<file path="src/rtl/tlik_pkg.sv">
// ----------------------------------------------------------------------------
// tlik_pkg
// Shared constants, types and tables of the two-link arm IK pipeline.
// ----------------------------------------------------------------------------
package tlik_pkg;

  localparam int unsigned AngleFracBits = 6;
  localparam int unsigned CordicStages  = 16;
  localparam int unsigned IntFrac       = 22;
  localparam int unsigned TabLen        = 24;

  // register indexes
  localparam logic [2:0] RegUpper   = 3'd0;
  localparam logic [2:0] RegLower   = 3'd1;
  localparam logic [2:0] RegShMin   = 3'd2;
  localparam logic [2:0] RegShMax   = 3'd3;
  localparam logic [2:0] RegElMin   = 3'd4;
  localparam logic [2:0] RegElMax   = 3'd5;
  localparam logic [2:0] RegShTrim  = 3'd6;
  localparam logic [2:0] RegElTrim  = 3'd7;

  // status codes
  localparam logic [1:0] StOk      = 2'd0;
  localparam logic [1:0] StUnreach = 2'd1;
  localparam logic [1:0] StShRange = 2'd2;
  localparam logic [1:0] StElRange = 2'd3;

  // one CORDIC lane: 34 bit vector (magnitude kept below 2^32), 40 bit angle
  typedef struct packed {
    logic signed [33:0] x;
    logic signed [33:0] y;
    logic signed [39:0] z;
  } lane_t;

  function automatic logic signed [39:0] atan_entry(input int unsigned i);
    logic signed [39:0] r;
    case (i)
      0: r = 40'sd188743680;  1: r = 40'sd111421900;  2: r = 40'sd58872272;
      3: r = 40'sd29884485;   4: r = 40'sd15000234;   5: r = 40'sd7507429;
      6: r = 40'sd3754631;    7: r = 40'sd1877430;    8: r = 40'sd938729;
      9: r = 40'sd469366;    10: r = 40'sd234683;    11: r = 40'sd117342;
      12: r = 40'sd58671;    13: r = 40'sd29335;     14: r = 40'sd14668;
      15: r = 40'sd7334;     16: r = 40'sd3667;      17: r = 40'sd1833;
      18: r = 40'sd917;      19: r = 40'sd458;       20: r = 40'sd229;
      21: r = 40'sd115;      22: r = 40'sd57;        23: r = 40'sd29;
      default: r = '0;
    endcase
    return r;
  endfunction

  // +-90 degree pre-rotation then normalize to [2^29, 2^30)
  function automatic lane_t cordic_prep(input logic signed [63:0] xi,
                                        input logic signed [63:0] yi);
    logic signed [63:0] x, y, t;
    logic [63:0] mx, my, m;
    logic signed [39:0] z;
    int unsigned lz;
    lane_t r;
    x = xi; y = yi; z = '0;
    if (x < 0) begin
      if (y >= 0) begin t = y; y = -x; x = t; z = 40'sd90 <<< IntFrac; end
      else begin t = -y; y = x; x = t; z = -(40'sd90 <<< IntFrac); end
    end
    mx = (x < 0) ? 64'(-x) : 64'(x);
    my = (y < 0) ? 64'(-y) : 64'(y);
    m  = (mx > my) ? mx : my;
    lz = 0;
    for (int k = 0; k < 64; k++) if (m[k]) lz = k;
    if (m == 0) begin
      r.x = '0; r.y = '0;
    end else if (lz >= 30) begin
      r.x = 34'(x >>> (lz - 29)); r.y = 34'(y >>> (lz - 29));
    end else begin
      r.x = 34'(x <<< (29 - lz)); r.y = 34'(y <<< (29 - lz));
    end
    r.z = (m == 0) ? 40'sd0 : z;
    return r;
  endfunction

endpackage

</file>
<file path="src/rtl/tlik_cell.sv">
// ----------------------------------------------------------------------------
// tlik_cell
// One CORDIC micro-rotation for three lanes plus a sideband payload.
// ----------------------------------------------------------------------------
module tlik_cell #(
  parameter int unsigned Stage = 0,
  parameter int unsigned SideW = 8
) (
  input  logic                 clk_i,
  input  logic                 rst_ni,
  input  logic                 en_i,
  input  logic                 vld_i,
  input  tlik_pkg::lane_t      lane_i [3],
  input  logic [SideW-1:0]     side_i,
  output logic                 vld_o,
  output tlik_pkg::lane_t      lane_o [3],
  output logic [SideW-1:0]     side_o
);
  import tlik_pkg::*;

  logic vld_q;
  lane_t lane_q [3];
  logic [SideW-1:0] side_q;

  always_ff @(posedge clk_i or negedge rst_ni) begin
    if (!rst_ni) begin
      vld_q <= 1'b0;
    end else if (en_i) begin
      vld_q <= vld_i;
    end
  end

  always_ff @(posedge clk_i) begin
    if (en_i) begin
      side_q <= side_i;
      for (int k = 0; k < 3; k++) begin
        if (lane_i[k].y >= 0) begin
          lane_q[k].x <= lane_i[k].x + (lane_i[k].y >>> Stage);
          lane_q[k].y <= lane_i[k].y - (lane_i[k].x >>> Stage);
          lane_q[k].z <= lane_i[k].z + atan_entry(Stage);
        end else begin
          lane_q[k].x <= lane_i[k].x - (lane_i[k].y >>> Stage);
          lane_q[k].y <= lane_i[k].y + (lane_i[k].x >>> Stage);
          lane_q[k].z <= lane_i[k].z - atan_entry(Stage);
        end
      end
    end
  end

  assign vld_o  = vld_q;
  assign lane_o = lane_q;
  assign side_o = side_q;
endmodule

</file>
<file path="config.mk">
export PLATFORM = sky130hd
export DESIGN_NAME = tlik_cell
export DESIGN_NICKNAME = d
export VERILOG_FILES = /design/src/rtl/tlik_pkg.sv /design/src/rtl/tlik_cell.sv
export SDC_FILE = /design/constraint.sdc
export NUM_CORES = 1
export LEC_CHECK = 0
export BUFFER_PORTS_ARGS = -buffer_cell sky130_fd_sc_hd__buf_4
export CORE_UTILIZATION = 30
export DETAILED_ROUTE_END_ITERATION = 6
export GPL_ROUTABILITY_DRIVEN = 0
export PLACE_DENSITY = 0.53
export REMOVE_ABC_BUFFERS = 1
export SKIP_LAST_GASP = 1
export SLEW_MARGIN = 30
export SYNTH_ARGS = -nofsm -noshare
export SYNTH_HDL_FRONTEND = slang
export SYNTH_SLANG_ARGS = --single-unit
</file>
<file path="constraint.sdc">
create_clock -name clk_i -period 0.9 [get_ports clk_i]
set_input_delay 0.045 -clock clk_i [delete_from_list [all_inputs] [get_ports clk_i]]
set_output_delay 0.045 -clock clk_i [all_outputs]
set_load 0.005 [all_outputs]
</file>
# --- Yosys cells after proc, flatten, opt, wreduce, memory -nomap -nowiden ---
# Cells that the tools add are included.
totals:
  regBits: 333
  wordCells: 32
  output_inout_bits: 333
  inputBits: 336
classes:
  order_cmp: 3
  addsub: 15
  n_mux: 3
op_table:
  columns: ["cell", "n"]
  rows:
  - ["108-bit two-way mux", 3]
  - ["34-bit subtractor", 6]
  - ["40-bit by 29-bit adder with 40-bit output, second input constant", 3]
  - ["40-bit by 29-bit subtractor with 40-bit output, second input constant", 3]
  - ["34-bit adder", 3]
  - ["34-bit by 1-bit >= comparator with 1-bit output, second input constant", 3]

# --- Depth between registers and ports, before layout ---
# Gate-level depths: netlist of run 1.
logic_depth:
  word_depth: 2
  depth_mapped: 15

# --- Least setup slack after synthesis of run 1 ---
# No wires, ideal clock.
synth_path:
  path_type: "input to register"
  from: "input port lane_i[73] in the netlist's numbering"
  to: "register lane_q, in the netlist lane_o[34], data pin"
  arrival_time_ps: 2875
  path_stages: 13
  t_required_ps: 630
  slack_ps: -2246
  setup_time_ps: 270
  path_cell_list: "buf_1 clkbuf_1 buf_1 xor2_1 ha_1 a21oi_1 o21bai_1 maj3_1 a21oi_1 a21oi_1 or2_2 o32ai_1 xor2_1"
synth_between:
  elab_chain_len: 2
synth_rtl:
  columns: ["element", "line", "text"]
  rows:
  - ["from (decl)", "tlik_cell.sv:13", "input tlik_pkg::lane_t lane_i [3],"]
  - ["34-bit by 1-bit >= comparator with 1-bit output", "tlik_cell.sv:37", "if (lane_i[k].y >= 0) begin"]
  - ["108-bit two-way mux", "tlik_cell.sv:37", null]
  - ["to (decl)", "tlik_cell.sv:22", "lane_t lane_q [3];"]
# No other way between the ends.
# A chain may end at the register's enable or synchronous reset.

# --- Worst setup path after layout of run 1 ---
layout_path:
  from: "input port lane_i[148] in the netlist's numbering"
  to: "register lane_q, in the netlist lane_o[178], data pin"
layout_between:
  elab_chain_len: 2
  word_cells_on_any_way: 4
  classes_between: "add/sub: 2; order compare: 1; mux: 1"
layout_rtl:
  columns: ["element", "line", "text"]
  rows:
  - ["34-bit adder (tied with other cells)", "tlik_cell.sv:43", "lane_q[k].y <= lane_i[k].y + (lane_i[k].x >>> Stage);"]
  - ["108-bit two-way mux *", "tlik_cell.sv:37", null]
# Mark *: on every way between the ends. The rest lies on a longest branch, timed or not.

==> results.toml, run 1 <==
[global_route]
grt_start_max_net_pins = 60
grt_pass1_wl_mm = 184.4
first_global_vias = 32336
grt.overflow.total = 0
antenna_found_initial = 8
track_usage_pct = 24.05

[sta]
fin_hold_ws_ns = -0.09195
postLayoutSetupSlackWorst_ns = -1.576
fmax_mhz = 403.9
rsz0062_at_grt = "true"
setup_viol = 639
period_needed_ns = 2.476
clock-skew-final_ns = 0
finalCritPeriodShare_pct = 275.1
hold_viol = 3
slew_headroom_pct = 42.08
tightestPinTransition_ns = 0.8468
slew_viol_final = 0

[drt]
postRouteAntennaNets = 0
vias = 32694
drt_iter0_drc = 2306
wl_mm = 126.9
viasPerCell = 5.041
routedWlPerCell_um = 19.57
drt_pre_antenna_iters = 6
drc = 0

[power]
swShare_pct = 33.51
p_per_area_nw_per_um2 = 1356
ir_drop_mv = 1.462
power_frac_seq_pct = 28.6
combPwrFrac_pct = 45.0
clkPwrFrac_pct = 26.4
cellLeakagePower_uw = 0.02392
p_int_uw = 48300
switching_power_uw = 24350

[logic_synthesis]
synth_ff_type = "edfxtp_1"
ys_seq_area_share_pct = 34.34
syn_inst = 3263
synth_area_per_cell_um2 = 8.838
synth-edff-count = 329
netlist_area_um2 = 28840
ys_seq_elements = 330
synth_async_sr_flop_share_pct = 0.3030
ys_types = 87
yosys_warnings = 0

[worst_setup_path]
cp.required_ns = 1.26
cp_cell_sequence = "buf_8 -> buf_4 -> ha_4 -> inv_2 -> fa_2 -> nor2_4 -> o311ai_4 -> buf_4 -> a211oi_2 -> nor3_4 -> o2111ai_2 -> nand2_2 -> nor4_1 -> or4_1 -> mux2i_1 -> xnor2_1"
cp_slowest_cell = "or4_1"
cp_common_cell = "buf_4"
cp.arrival_ns = 2.84
path_class = "input port to flip-flop"
critPathLaunchType = "input port"
critical-path-max-stage-delay_ns = 0.54
crit_fanout = 4
critPathCaptureType = "flip-flop"

[cells_and_area]
nNetsFinal = 5836
final_layout_size_suffix_gt1_share_pct = 52.32
syn_to_final_growth_pct = 85.76
final_util_pct = 56.30

[run]
cap_violations = 0

[floorplanning]
die_w_um = 312.0
ios = 669
core_um2 = 95150
initial_core_util_pct = 30.31
die_y_um = 312.0
fp.dieArea_um2 = 97370
rows = 113

[run_status]
violations = "hold timing, setup timing"
run_status = "finished, violations left"

[clocking]
cts_buffers = 43
clockBufferDepth = 3
cts_num_sinks = 330
h-tree-depth = 2
clk_latency_ns = 0.61
clkTransAtPathRegs_ns = 0.06
clockRootBuffer = "clkbuf_16"
cts_tree = "yes"

[place]
place_ws_ns = -2.658
hpwl_mm = 95.89
io_buffers = 668

[worst_hold_path]
min_path_type = "input port to flip-flop"
==> worst max-delay path, delay by kind of cell <==
family	cells	cell delay, ns
AND/OR/NAND/NOR	5	1.12
buffers and inverters	4	0.47
adder cells (fa/ha/maj)	2	0.38
AO/OA/AOI/OAI	3	0.54
multiplexers	1	0.19
XOR/XNOR	1	0.08
==> layout by cell type, fill, tap and decap left out, types with 34 or more instances in the layout <==
cell and count:
inv_1 275, xnor2_2 35, a21o_1 81, edfxtp_1 329, buf_6 252, a21oi_1 242, nand3_1 35, xnor2_1 158
ha_4 53, nor2_1 232, o21ai_0 87, clkbuf_16 44, buf_4 1609, o21ai_1 38, a21oi_2 100, mux2i_1 34
xor2_1 46, ha_1 240, o21ai_2 69, nor3_1 46, dlygate4sd3_1 135, o21bai_1 66, nand2_1 130
==> logic make-up after synthesis <==
family	count (synthesis)	synth area share (%)
xor gates and xnor gates	249	7.562
adders and majority gates	317	13.98
DFF	330	34.34
muxes	48	1.679
AOI/OAI and AO/OA	1064	23.35
buffers and inverters	495	6.551
and+or+nand+nor	760	12.54
==> stage by stage <==
| stage | instance area (µm²) | total power (µW) | TNS (ns) | instances |
|---|---|---|---|---|
| final | 53570 | 72650 | -316.30 | 6486 |
| after CTS | 49740 | 69230 | -331.21 | 6413 |
| after detailed placement | 43300 | 46080 | -428.81 | 6139 |
| after global placement | 43300 | 46010 | -425.25 | 6139 |
| after global routing | 53570 | 75760 | -343.08 | 6486 |
| after floorplan | 28180 | 30640 | -333.89 | 3095 |
==> power groups by stage <==
| stage | Sequential, µW | Clock (µW) | Combinational, µW |
|---|---|---|---|
| floorplan | 21000 | 0 | 9660 |
| global route | 21000 | 20100 | 34700 |
| detailed placement | 21000 | 0 | 25100 |
| CTS | 20700 | 19700 | 28900 |
| global placement | 21000 | 0 | 25100 |
| finish | 20800 | 19200 | 32700 |
==> state kept, by name (all words and copies together) (netlist names) <==
register and cells:
vld_o 1, lane_o 321, side_o 8
==> cells in the mapped netlist (42+ instances only) <==
library cell	instances	area (µm²)
a21oi_1	374	1872
edfxtp_1	329	9879
inv_1	318	1194
ha_1	307	3841
nor2_1	270	1013
o21ai_0	214	1071
xnor2_1	195	1708
nand2_1	156	585.6
clkbuf_1	120	450.4
a21o_1	81	608.1
o21bai_1	74	555.5
nor3_1	63	315.3
xor2_1	54	473.0
mux2i_1	45	450.4
nand3_1	45	225.2
a31oi_1	42	262.8
==> path summary, 6_finish.rpt <==
check / slack (ns) / endpoint / cells past startpoint / start
max in group asynchronous: 0.51 / vld_o / 3 / rst_ni
max reg2reg: 0.13 / vld_o / 1 / vld_o
min in group asynchronous: 0.28 / vld_o / 3 / rst_ni
min: -0.09 / lane_o[25] / 4 / lane_i[23]
max: -1.58 / lane_o[178] / 16 / lane_i[148]
min reg2reg: 0.55 / vld_o / 1 / vld_o
==> area by class of cell <==
cell class,instances,area (µm²)
fillers,8178,41580
multi-input cells,2438,22140
repair buffers,2044,17100
flip-flops and latches,330,9905
well taps,1265,1583
inverters,327,1301
clock buffers,44,1080
clock inverters,35,460.4
diodes,3,7.507
==> repair_timing <==
item,in CTS,in global routing
gates resized for setup,697,766
setup endpoints to repair,562,619
pin swaps,306,358
hold buffers,133,6
setup buffers,84,93
gates cloned,0,1
hold endpoints to repair,230,10
==> per-layer routing <==
| metal | global-route usage [%] | up-vias | routed length [µm] |
|---|---|---|---|
| met3 | 4.433 | 253 | 7500 |
| met2 | 41.97 | 1151 | 62930 |
| met4 | 7.765 | 8 | 4592 |
| met5 | 0 | - | 49 |
| li1 | - | 15580 | - |
| met1 | 29.73 | 15702 | 51870 |
Note: power is estimated with default switching activity, not from simulation.
==> run 2: changes to the inputs <==
--- a/config.mk
+++ b/config.mk
@@ -6,10 +6,12 @@
 export NUM_CORES = 1
 export LEC_CHECK = 0
 export BUFFER_PORTS_ARGS = -buffer_cell sky130_fd_sc_hd__buf_4
+export CELL_PAD_IN_SITES_DETAIL_PLACEMENT = 1
+export CELL_PAD_IN_SITES_GLOBAL_PLACEMENT = 1
 export CORE_UTILIZATION = 30
 export DETAILED_ROUTE_END_ITERATION = 6
 export GPL_ROUTABILITY_DRIVEN = 0
-export PLACE_DENSITY = 0.53
+export PLACE_DENSITY = 0.66
 export REMOVE_ABC_BUFFERS = 1
 export SKIP_LAST_GASP = 1
 export SLEW_MARGIN = 30
==> results.toml, run 2 (synthesized netlist as in run 1, its figures left out) <==
[worst_setup_path]
ff2ff_path_depth = 1
critPathCaptureType = "flip-flop"
ff2ff_setup_slack_ns = 0.03
cp.arrival_ns = 3.09
path_class = "input port to flip-flop"
crit_fanout = 3
critical-path-max-stage-delay_ns = 0.78
cp_common_cell = "buf_6"
cp_slowest_cell = "xnor2_1"
cp.required_ns = 1.23
critPathLaunchType = "input port"
cp_cell_sequence = "buf_8 -> buf_6 -> inv_4 -> ha_4 -> buf_6 -> buf_6 -> buf_6 -> nor2b_4 -> o211ai_1 -> nand3b_1 -> o211ai_1 -> buf_4 -> buf_6 -> nand2_4 -> buf_6 -> a311oi_2 -> a21oi_2 -> xnor2_1"

[run]
cap_violations = 0

[cells_and_area]
fillers = 10398
final_layout_size_suffix_gt1_share_pct = 53.33
final_cell_mix = "buf_4, edfxtp_1, inv_1"
layout_commonest_cell = "buf_4"
syn_to_final_growth_pct = 88.73
largest_register_ffs = 321
nNetsFinal = 5907

[sta]
period_needed_ns = 2.766
slew_viol_final = 0
fmax_mhz = 361.6
rsz0062_at_grt = "true"
tightestPinTransition_ns = 1.051
clock-skew-final_ns = 0
hold_viol = 4
finalCritPeriodShare_pct = 307.3
slew_headroom_pct = 29.93
fin_hold_ws_ns = -0.05992
setup_viol = 688
postLayoutSetupSlackWorst_ns = -1.866

[drt]
drt_iter0_drc = 2604
postRouteAntennaNets = 0
viasPerCell = 5.544
wl_mm = 177.1
drt_pre_antenna_iters = 5
vias = 36424
drc = 0
routedWlPerCell_um = 26.95

[floorplanning]
die_w_um = 312.0
die_y_um = 312.0
initial_core_util_pct = 30.31
rows = 113
fp.dieArea_um2 = 97370
ios = 669
core_um2 = 95150

[worst_hold_path]
min_path_type = "input port to flip-flop"
min_path_cells = 3

[clocking]
clockBufferDepth = 3
clockRootBuffer = "clkbuf_16"
cts_num_sinks = 330
clk_latency_ns = 0.63
cts_buffers = 45
clkTransAtPathRegs_ns = 0.08
cts_tree = "yes"
h-tree-depth = 2

[place]
hpwl_mm = 106.0
io_buffers = 668

[global_route]
antenna_found_initial = 26
grt.overflow.total = 0
grt_start_max_net_pins = 83
track_usage_pct = 30.77
first_global_vias = 37698
grt_pass1_wl_mm = 232.0

[run_status]
run_status = "finished, violations left"
violations = "hold timing, setup timing"

[power]
ir_drop_mv = 1.344
p_total_uw = 76120
cellLeakagePower_uw = 0.02427
p_per_area_nw_per_um2 = 1399
-- run 2: changes by cell type in the layout (fill, tap and decap cells not counted), moves of 5 or more --
cell / change
diode_2: +12
bufinv_16: -5
o21ai_4: +5
dlygate4sd3_1: +10
buf_4: +50
o31ai_2: +8
ha_1: -6
clkinvlp_4: +5
inv_2: -9
xnor2_1: +7
xnor2_2: -6
a21oi_1: -6
o21ai_0: -10
-- run 2: critical path: cells and delay by family --
kind | cells | cell delay, ns
buffers and inverters | 9 | 0.97
AOI/OAI and AO/OA | 4 | 0.81
xor gates and xnor gates | 1 | 0.78
and+or+nand+nor | 3 | 0.33
adders and majority gates | 1 | 0.14
-- run 2: area by class of cell --
type / instances / area, µm² / share of cell area, %
multi-input combinational: 2438 / 22290 / 40.95
timing repair buffer: 2113 / 17790 / 32.69
sequential: 330 / 9905 / 18.20
tap: 1265 / 1583 / 2.908
inverter: 327 / 1324 / 2.432
clock buffer: 50 / 1145 / 2.103
clock inverter: 32 / 351.6 / 0.6460
antenna: 15 / 37.54 / 0.06897
-- run 2: repair_timing --
item                                   4_1_cts  5_1_grt
endpoints found under the hold margin      240        8
cloned                                       2        2
hold buffers                               144        3
buffers inserted                           147      120
gates resized for setup                   1138      386
setup endpoints to repair                  564      687
pin swaps                                  486      346
-- run 2: per-stage QoR --
stage          setup WS (ns)  instances  instance area [µm²]  TNS [ns]  utilization [%]
6_report              -1.866       6570                54430   -429.48            57.20
5_1_grt               -1.969       6569                54420   -440.22            57.20
3_3_place_gp          -2.508       6123                43200   -432.13            45.40
2_1_floorplan         -2.378       3095                28180   -333.89                -
4_1_cts               -1.508       6458                51860   -393.59            54.50
3_5_place_dp          -2.656       6123                43200   -445.57            45.40
-- run 2: routing by layer --
| metal | vias to the layer above | part of all wire [%] | global-route usage (%) |
|---|---|---|---|
| met5 | - | 0.086 | 0 |
| met4 | 22 | 8.5 | 18.81 |
| met3 | 842 | 7.0 | 6.231 |
| met2 | 1927 | 49 | 54.49 |
| met1 | 17917 | 36 | 33.74 |
| li1 | 15716 | - | - |
-- run 2: path summary, 6_finish.rpt --
path,from,endpoint
setup / recovery,lane_i[182],lane_o[195]
hold / removal,lane_i[23],lane_o[23]
setup reg to reg,vld_o,vld_o
hold reg to reg,vld_o,vld_o
max in group asynchronous,rst_ni,vld_o
min in group asynchronous,rst_ni,vld_o
-- run 2: where the power goes --
group / total (µW) / switching (µW) / leakage, µW / internal, µW
Clock: 19300 / 8790 / 0.000711 / 10500
Sequential: 21100 / 1270 / 0.00323 / 19900
Combinational: 35700 / 18100 / 0.0203 / 17600
